**src/hw/rtl/assert_macros.svh**
```systemverilog
// Assertion macros, clocked on clk with asynchronous active-low reset rst_n.
`ifndef ASSERT_MACROS_SVH
`define ASSERT_MACROS_SVH
`ifndef ASSERT_OFF
`define ASSERT_IMPL(lbl, prop) \
    lbl: assert property (@(posedge clk) disable iff (!rst_n) prop) \
    else $error("assertion failed");
`define ASSERT_NEVER(lbl, cond) \
    lbl: assert property (@(posedge clk) disable iff (!rst_n) !(cond)) \
    else $error("forbidden condition");
`else
`define ASSERT_IMPL(lbl, prop)
`define ASSERT_NEVER(lbl, cond)
`endif
`endif

```
**src/hw/rtl/sha1s_pkg.sv**
```systemverilog
package sha1s_pkg;
    typedef logic [31:0] word_t;
    typedef word_t [15:0] block_t;
    typedef word_t [4:0] hash_t;

    localparam hash_t IV = '{32'hc3d2e1f0, 32'h10325476, 32'h98badcfe,
                             32'hefcdab89, 32'h67452301};
    localparam word_t K0 = 32'h5a827999;
    localparam word_t K1 = 32'h6ed9eba1;
    localparam word_t K2 = 32'h8f1bbcdc;
    localparam word_t K3 = 32'hca62c1d6;
    localparam logic [7:0] PAD_MARK = 8'h80;
    localparam int ROUNDS = 80;

    function automatic word_t rotl(input word_t x, input int n);
        rotl = (x << n) | (x >> (32 - n));
    endfunction
endpackage

```
**src/hw/rtl/sha1_stream_hasher_core.sv**
```systemverilog
// SHA-1 stream hasher, one byte packed per cycle into a 64-byte block, held
// while a full block is compressed. A word is taken while idle, then its
// valid bytes (at most four) are packed in turn. A last word adds padding
// (one byte a cycle, held during compression) plus one or two compressions,
// then five digest words. Throughput is set by the single round unit.
// Reset (async, rst_n low) loads the initial hash and clears the length.
module sha1_stream_hasher_core
(
    input  logic        clk,
    input  logic        rst_n,
    input  logic        in_valid,
    output logic        in_stall,
    input  logic [31:0] data_word,
    input  logic [2:0]  byte_count,
    input  logic        last,
    output logic        out_valid,
    input  logic        out_stall,
    output logic [31:0] digest_word,
    output logic [2:0]  word_index,
    output logic        last_word
);
    import sha1s_pkg::*;

    typedef enum logic [2:0] {T_IDLE, T_BYTES, T_PAD, T_COMP, T_OUT} tstate_t;

    tstate_t     state_reg;
    tstate_t     ret_reg;
    logic [31:0] data_reg;
    logic [2:0]  cnt_reg;
    logic        last_reg;
    logic [5:0]  pos_reg;
    logic [60:0] len_reg;
    logic        mark_reg;
    logic        lph_reg;
    logic [2:0]  lb_reg;
    logic        started_reg;
    logic [2:0]  idx_reg;
    block_t      blk_reg;
    logic        start;
    logic        init;
    logic        busy;
    hash_t       hash;
    logic        put_en;
    logic [7:0]  put_byte;
    logic [63:0] len_bits;
    logic [2:0]  cnt_in;

    sha1s_round u_round
    (
        .clk   (clk),
        .rst_n (rst_n),
        .start (start),
        .init  (init),
        .blk   (blk_reg),
        .busy  (busy),
        .hash  (hash)
    );

    assign len_bits = {len_reg, 3'b000};
    assign cnt_in   = (byte_count > 3'd4) ? 3'd4 : byte_count;
    assign in_stall = (state_reg != T_IDLE);
    assign start    = (state_reg == T_COMP) && !started_reg;
    assign init     = (state_reg == T_OUT) && (idx_reg == 3'd4) && (!out_valid || !out_stall);

    always_comb
    begin
        put_en   = 1'b0;
        put_byte = '0;
        case (state_reg)
            T_BYTES:
            begin
                put_en   = 1'b1;
                put_byte = data_reg[31:24];
            end
            T_PAD:
            begin
                put_en = 1'b1;
                if (!mark_reg)
                begin
                    put_byte = PAD_MARK;
                end
                else if (!lph_reg && pos_reg != 6'd56)
                begin
                    put_byte = '0;
                end
                else
                begin
                    put_byte = len_bits[{~lb_reg, 3'b000} +: 8];
                end
            end
            default:
            begin
                put_en = 1'b0;
            end
        endcase
    end

    always_ff @(posedge clk)
    begin
        if (put_en)
        begin
            blk_reg[pos_reg[5:2]][{~pos_reg[1:0], 3'b000} +: 8] <= put_byte;
        end
    end

    always_ff @(posedge clk or negedge rst_n)
    begin
        if (!rst_n)
        begin
            state_reg   <= T_IDLE;
            ret_reg     <= T_IDLE;
            pos_reg     <= '0;
            len_reg     <= '0;
            cnt_reg     <= '0;
            last_reg    <= 1'b0;
            mark_reg    <= 1'b0;
            lph_reg     <= 1'b0;
            lb_reg      <= '0;
            started_reg <= 1'b0;
            idx_reg     <= '0;
            out_valid   <= 1'b0;
        end
        else
        begin
            if (out_valid && !out_stall && state_reg != T_OUT)
            begin
                out_valid <= 1'b0;
            end
            case (state_reg)
                T_IDLE:
                begin
                    if (in_valid)
                    begin
                        data_reg <= data_word;
                        cnt_reg  <= cnt_in;
                        last_reg <= last;
                        mark_reg <= 1'b0;
                        lph_reg  <= 1'b0;
                        lb_reg   <= '0;
                        if (cnt_in != 3'd0)
                        begin
                            state_reg <= T_BYTES;
                        end
                        else if (last)
                        begin
                            state_reg <= T_PAD;
                        end
                    end
                end
                T_BYTES:
                begin
                    data_reg <= {data_reg[23:0], 8'h00};
                    cnt_reg  <= cnt_reg - 3'd1;
                    len_reg  <= len_reg + 61'd1;
                    pos_reg  <= pos_reg + 6'd1;
                    if (pos_reg == 6'd63)
                    begin
                        started_reg <= 1'b0;
                        state_reg   <= T_COMP;
                        if (cnt_reg != 3'd1)
                        begin
                            ret_reg <= T_BYTES;
                        end
                        else
                        begin
                            ret_reg <= last_reg ? T_PAD : T_IDLE;
                        end
                    end
                    else if (cnt_reg == 3'd1)
                    begin
                        state_reg <= last_reg ? T_PAD : T_IDLE;
                    end
                end
                T_PAD:
                begin
                    pos_reg <= pos_reg + 6'd1;
                    if (!mark_reg)
                    begin
                        mark_reg <= 1'b1;
                    end
                    else if (lph_reg || pos_reg == 6'd56)
                    begin
                        lph_reg <= 1'b1;
                        lb_reg  <= lb_reg + 3'd1;
                    end
                    if (pos_reg == 6'd63)
                    begin
                        started_reg <= 1'b0;
                        state_reg   <= T_COMP;
                        ret_reg     <= (lph_reg && lb_reg == 3'd7) ? T_OUT : T_PAD;
                        idx_reg     <= '0;
                    end
                end
                T_COMP:
                begin
                    if (!started_reg)
                    begin
                        started_reg <= 1'b1;
                    end
                    else if (!busy)
                    begin
                        state_reg <= ret_reg;
                    end
                end
                T_OUT:
                begin
                    if (!out_valid || !out_stall)
                    begin
                        out_valid   <= 1'b1;
                        digest_word <= hash[idx_reg];
                        word_index  <= idx_reg;
                        last_word   <= (idx_reg == 3'd4);
                        idx_reg     <= idx_reg + 3'd1;
                        if (idx_reg == 3'd4)
                        begin
                            len_reg   <= '0;
                            state_reg <= T_IDLE;
                        end
                    end
                end
                default:
                begin
                    state_reg <= T_IDLE;
                end
            endcase
        end
    end
endmodule

```
**src/hw/rtl/sha1s_round.sv**
```systemverilog
`include "assert_macros.svh"
module sha1s_round
(
    input  logic             clk,
    input  logic             rst_n,
    input  logic             start,
    input  logic             init,
    input  sha1s_pkg::block_t blk,
    output logic             busy,
    output sha1s_pkg::hash_t hash
);
    import sha1s_pkg::*;

    typedef enum logic [1:0] {R_IDLE, R_RUN, R_ADD} rstate_t;

    rstate_t    state_reg;
    logic [6:0] t_reg;
    hash_t      h_reg;
    hash_t      v_reg;
    block_t     w_reg;
    word_t      f;
    word_t      k;
    word_t      wn;
    word_t      tmp;

    always_comb
    begin
        wn = rotl(w_reg[13] ^ w_reg[8] ^ w_reg[2] ^ w_reg[0], 1);
        if (t_reg < 7'd20)
        begin
            f = (v_reg[1] & v_reg[2]) | (~v_reg[1] & v_reg[3]);
            k = K0;
        end
        else if (t_reg < 7'd40)
        begin
            f = v_reg[1] ^ v_reg[2] ^ v_reg[3];
            k = K1;
        end
        else if (t_reg < 7'd60)
        begin
            f = (v_reg[1] & v_reg[2]) | (v_reg[1] & v_reg[3]) | (v_reg[2] & v_reg[3]);
            k = K2;
        end
        else
        begin
            f = v_reg[1] ^ v_reg[2] ^ v_reg[3];
            k = K3;
        end
        tmp = rotl(v_reg[0], 5) + f + v_reg[4] + k + w_reg[0];
    end

    always_ff @(posedge clk or negedge rst_n)
    begin
        if (!rst_n)
        begin
            state_reg <= R_IDLE;
            t_reg     <= '0;
            h_reg     <= IV;
        end
        else
        begin
            case (state_reg)
                R_IDLE:
                begin
                    if (start)
                    begin
                        v_reg     <= h_reg;
                        w_reg     <= blk;
                        t_reg     <= '0;
                        state_reg <= R_RUN;
                    end
                    else if (init)
                    begin
                        h_reg <= IV;
                    end
                end
                R_RUN:
                begin
                    v_reg[0] <= tmp;
                    v_reg[1] <= v_reg[0];
                    v_reg[2] <= rotl(v_reg[1], 30);
                    v_reg[3] <= v_reg[2];
                    v_reg[4] <= v_reg[3];
                    for (int i = 0; i < 15; i++)
                    begin
                        w_reg[i] <= w_reg[i + 1];
                    end
                    w_reg[15] <= wn;
                    t_reg     <= t_reg + 7'd1;
                    if (t_reg == 7'(ROUNDS - 1))
                    begin
                        state_reg <= R_ADD;
                    end
                end
                R_ADD:
                begin
                    for (int i = 0; i < 5; i++)
                    begin
                        h_reg[i] <= h_reg[i] + v_reg[i];
                    end
                    state_reg <= R_IDLE;
                end
                default:
                begin
                    state_reg <= R_IDLE;
                end
            endcase
        end
    end

    assign busy = (state_reg != R_IDLE);
    assign hash = h_reg;

    `ASSERT_IMPL(a_last_round, (state_reg == R_RUN && t_reg == 7'(ROUNDS - 1)) |=> (state_reg == R_ADD))
    `ASSERT_IMPL(a_add_once, (state_reg == R_ADD) |=> (state_reg == R_IDLE))
    `ASSERT_NEVER(a_round_range, state_reg == R_RUN && t_reg > 7'(ROUNDS - 1))
endmodule
```
**config.mk**
```make
export PLATFORM = sky130hd
export DESIGN_NAME = sha1_stream_hasher_core
export DESIGN_NICKNAME = d
export VERILOG_FILES = /design/src/hw/rtl/sha1s_pkg.sv /design/src/hw/rtl/sha1_stream_hasher_core.sv /design/src/hw/rtl/sha1s_round.sv
export VERILOG_INCLUDE_DIRS = /design/src /design/src/hw/rtl
export SDC_FILE = /design/constraint.sdc
export NUM_CORES = 2
export LEC_CHECK = 0
export ABC_AREA = 1
export BUFFER_PORTS_ARGS = -buffer_cell sky130_fd_sc_hd__buf_2
export CORE_UTILIZATION = 64
export CTS_CLUSTER_SIZE = 20
export DETAILED_ROUTE_END_ITERATION = 8
export PLACE_DENSITY_LB_ADDON = 0.12
export SLEW_MARGIN = 20
export SYNTH_ARGS = -nofsm -noshare
export SYNTH_HDL_FRONTEND = slang
export SYNTH_SLANG_ARGS = --single-unit
```
**constraint.sdc**
```tcl
create_clock -name clk -period 43.2 [get_ports clk]
set_input_delay 4.32 -clock clk [delete_from_list [all_inputs] [get_ports clk]]
set_output_delay 4.32 -clock clk [all_outputs]
set_load 0.01 [all_outputs]
```
==> results.md <==
* Placer Congestion at about 1.1
* GRT overflow at 0
* P_leak at 36.7 nW
* Worst path slowest cell: buf_4
* Delay-heaviest family, CP: buffers and inverters
* Root Buffer: clkbuf_16
* F_max at between 100 and 150 MHz
* Number of cell rows at ~130
* Register bit total from synthesis at around 1500
* Crit path required time at 43610 ps
* Core Area at 0.120 mm^2
* Sequential area share after synthesis at a little under three fifths
* RSZ-0062 raised after global routing: no
* Hold Fails Final Rpt at 0
* CTS tree: built
* Initial Util at between 60% and 70%
* Worst Path Max Fanout at 75
* Vias in the first global route at slightly below 60000
* Clock sinks at about 1500
* Largest stage delay on the critical path at between 800 and 900 ps
* Synth Instances at about 8500
* Layout overhead on the synthesized area at 9.26%
* Routed vias/inst at slightly below 6
* Crit path time final at 9220 ps
* Routed Antenna Nets at 0
* Resized cells post-CTS at 0
* Clk slew on worst S/H paths at roughly 60 ps
* Synth unique cells at 57
* CP Class: primary input to register
* First-pass GRT wire length at 350000 um
* Cell Chain, Critical Path: buf_8 -> inv_1 -> a21oi_4 -> buf_4 -> buf_4 -> buf_4 -> buf_4
* Mapped Nets at 8863
* Post-route clock skew at ~42 ps
* Worst setup SP type: primary input
* Post-DP HPWL at 168000 um
* WP buf/inv at 6
* Wire per inst at ~23 um
* Synth Warn # at 0
* Number of I/O port buffers at 77
* Post-Synthesis Cell Area at slightly below 0.08 mm^2
* Layout cells sized above 1 at under 10%
* Hold Buf Count CTS at 0
* Iteration-0 DRC Markers at 8227
* Clock Latency Late Sink at approximately 820 ps
* Largest net degree at the start of global routing at 233
* Critical Path Sink Type: register
* First-pass DRT Iterations at 7
* Die Span X at roughly 350 um
* Final nets at ~9000
* Setup Fix Bufs, Post-CTS at 0
* Maximum VDD drop at 0.000143 V
* Final WL at 236000 um
* Most used cell, CP: buf_4
* Most common cell after layout, fill and taps aside: nand2_1
* Most frequent cells in the layout: 3114 x nand2_1, 1252 x edfxtp_1, 915 x inv_1
* HP Class: register to register
* Worst slew pin tran at between 1000 and 1500 ps
* Worst Hold Margin at about 500 ps
* Status: finished clean
* H-Tree Depth at 4
* Max Slew Vio Count at 0
* Inserted Clock Buffers at 154
* Top-Level Pins at 78
* Power per Cell Area at around 90 mW/mm^2
* CP Data Arrival Time at between 9000 and 10000 ps
* Via Count at approximately 61000
* Gr usage total at about 39%
* Max-cap viol count at 0
* Final period util at 21.4%
* Die height at between 300 and 400 um
* Die ar. at 0.123 mm^2
* Syn avg cell area at 9.16 um^2
* Slew headroom at about a fifth
* CTS Buffer Depth at 3
* Drt drc at 0
* Initial antenna violation count at 13
* Post-route setup TNS at 0 ps
* Final setup fails at 0
==> Yosys cell counts (all sizes together) <==
master / n / area share, %
a31o: 1 / 0.011
a22o: 1 / 0.011
or2: 9 / 0.072
and3: 1 / 0.0080
nor4: 6 / 0.048
o221ai: 18 / 0.20
inv: 922 / 4.4
o211ai: 21 / 0.20
and2: 10 / 0.080
nand3: 368 / 2.4
nand4: 82 / 0.68
buf: 43 / 0.31
edfxtp: 1252 / 48
o31ai: 6 / 0.058
a22oi: 3 / 0.048
o21a: 6 / 0.058
a21o: 11 / 0.11
fa: 119 / 3.1
dfstp: 80 / 2.7
o21bai: 32 / 0.31
a21oi: 340 / 2.2
nand3b: 24 / 0.23
xor2: 59 / 0.66
a32oi: 2 / 0.023
ha: 212 / 3.4
o22ai: 51 / 0.41
o2111a: 1 / 0.014
nor2: 567 / 2.8
o21ai: 522 / 3.4
dfrtp: 176 / 5.7
a221oi: 8 / 0.090
a2bb2oi: 1 / 0.011
clkinv: 7 / 0.034
nand2b: 2 / 0.016
o32ai: 3 / 0.034
clkbuf: 212 / 1.0
nand2: 3121 / 15
nor3b: 3 / 0.029
a211oi: 7 / 0.068
a21boi: 5 / 0.048
a31oi: 3 / 0.024
xnor2: 108 / 1.2
nor3: 67 / 0.46
==> stage by stage <==
stage	cells	setup slack (ps)	total power [mW]	util, %	instance area, um^2
2_1_floorplan	8492	4710	5.13	-	77800
3_3_place_gp	10010	33270	6.04	66.4	79900
3_5_place_dp	10010	33150	6.15	66.4	79900
4_1_cts	10298	34020	7.51	70.6	85000
5_1_grt	10298	33630	8.12	70.6	85000
6_report	10300	33980	7.61	70.7	85000
==> where the power goes <==
group          internal, mW  switching, mW
combinational          1.24           2.78
sequential             2.02          0.235
clock                 0.756          0.584
==> tightest hold or removal path: cells and delay by family, from the launching register on <==
family | cells | cell delay, ps
flip-flops | 1 | 350
AND/OR/NAND/NOR | 2 | 110
==> final cells by class <==
cell class	instances	area [um^2]
fillers	9181	35300
clock buffers	204	4190
clock inverters	84	880
inverters	929	3500
flip-flops and latches	1508	44100
diodes	2	5.00
repair buffers	161	1060
multi-input cells	5800	29200
well taps	1612	2020
==> kinds of logic after synthesis <==
family	Yosys count	synth area share [%]
AND/OR/NAND/NOR	4260	21.8
AO/OA/AOI/OAI	1042	7.29
XOR/XNOR	167	1.88
buffers and inverters	1184	5.82
adder cells (fa/ha/maj)	331	6.47
flip-flops	1508	56.7
==> path summary, 6_finish.rpt <==
kind                                       start            endpoint  slack (ps)  cells past startpoint
worst max register to register  u_round.t_reg[4]   u_round.v_reg[14]       35880                     18
worst min register to register       started_reg         started_reg         490                      2
worst min-delay path                 started_reg         started_reg         490                      2
worst max-delay path                       rst_n  u_round.w_reg[103]       33980                      7
min in group asynchronous                  rst_n    u_round.hash[90]        3500                      1
max in group asynchronous                  rst_n          idx_reg[0]       38260                      2
==> per-layer routing <==
metal | wire (um) | global-route usage [%] | share of wire (%) | up-vias
met5 | 116 | 0 | 0.049 | -
met4 | 12900 | 19.6 | 5.5 | 20
met3 | 25500 | 9.11 | 11 | 690
met2 | 106000 | 58.9 | 45 | 3287
met1 | 91800 | 51.8 | 39 | 29273
li1 | - | - | - | 28086
No activity file was read; power rests on OpenSTA's default activity.
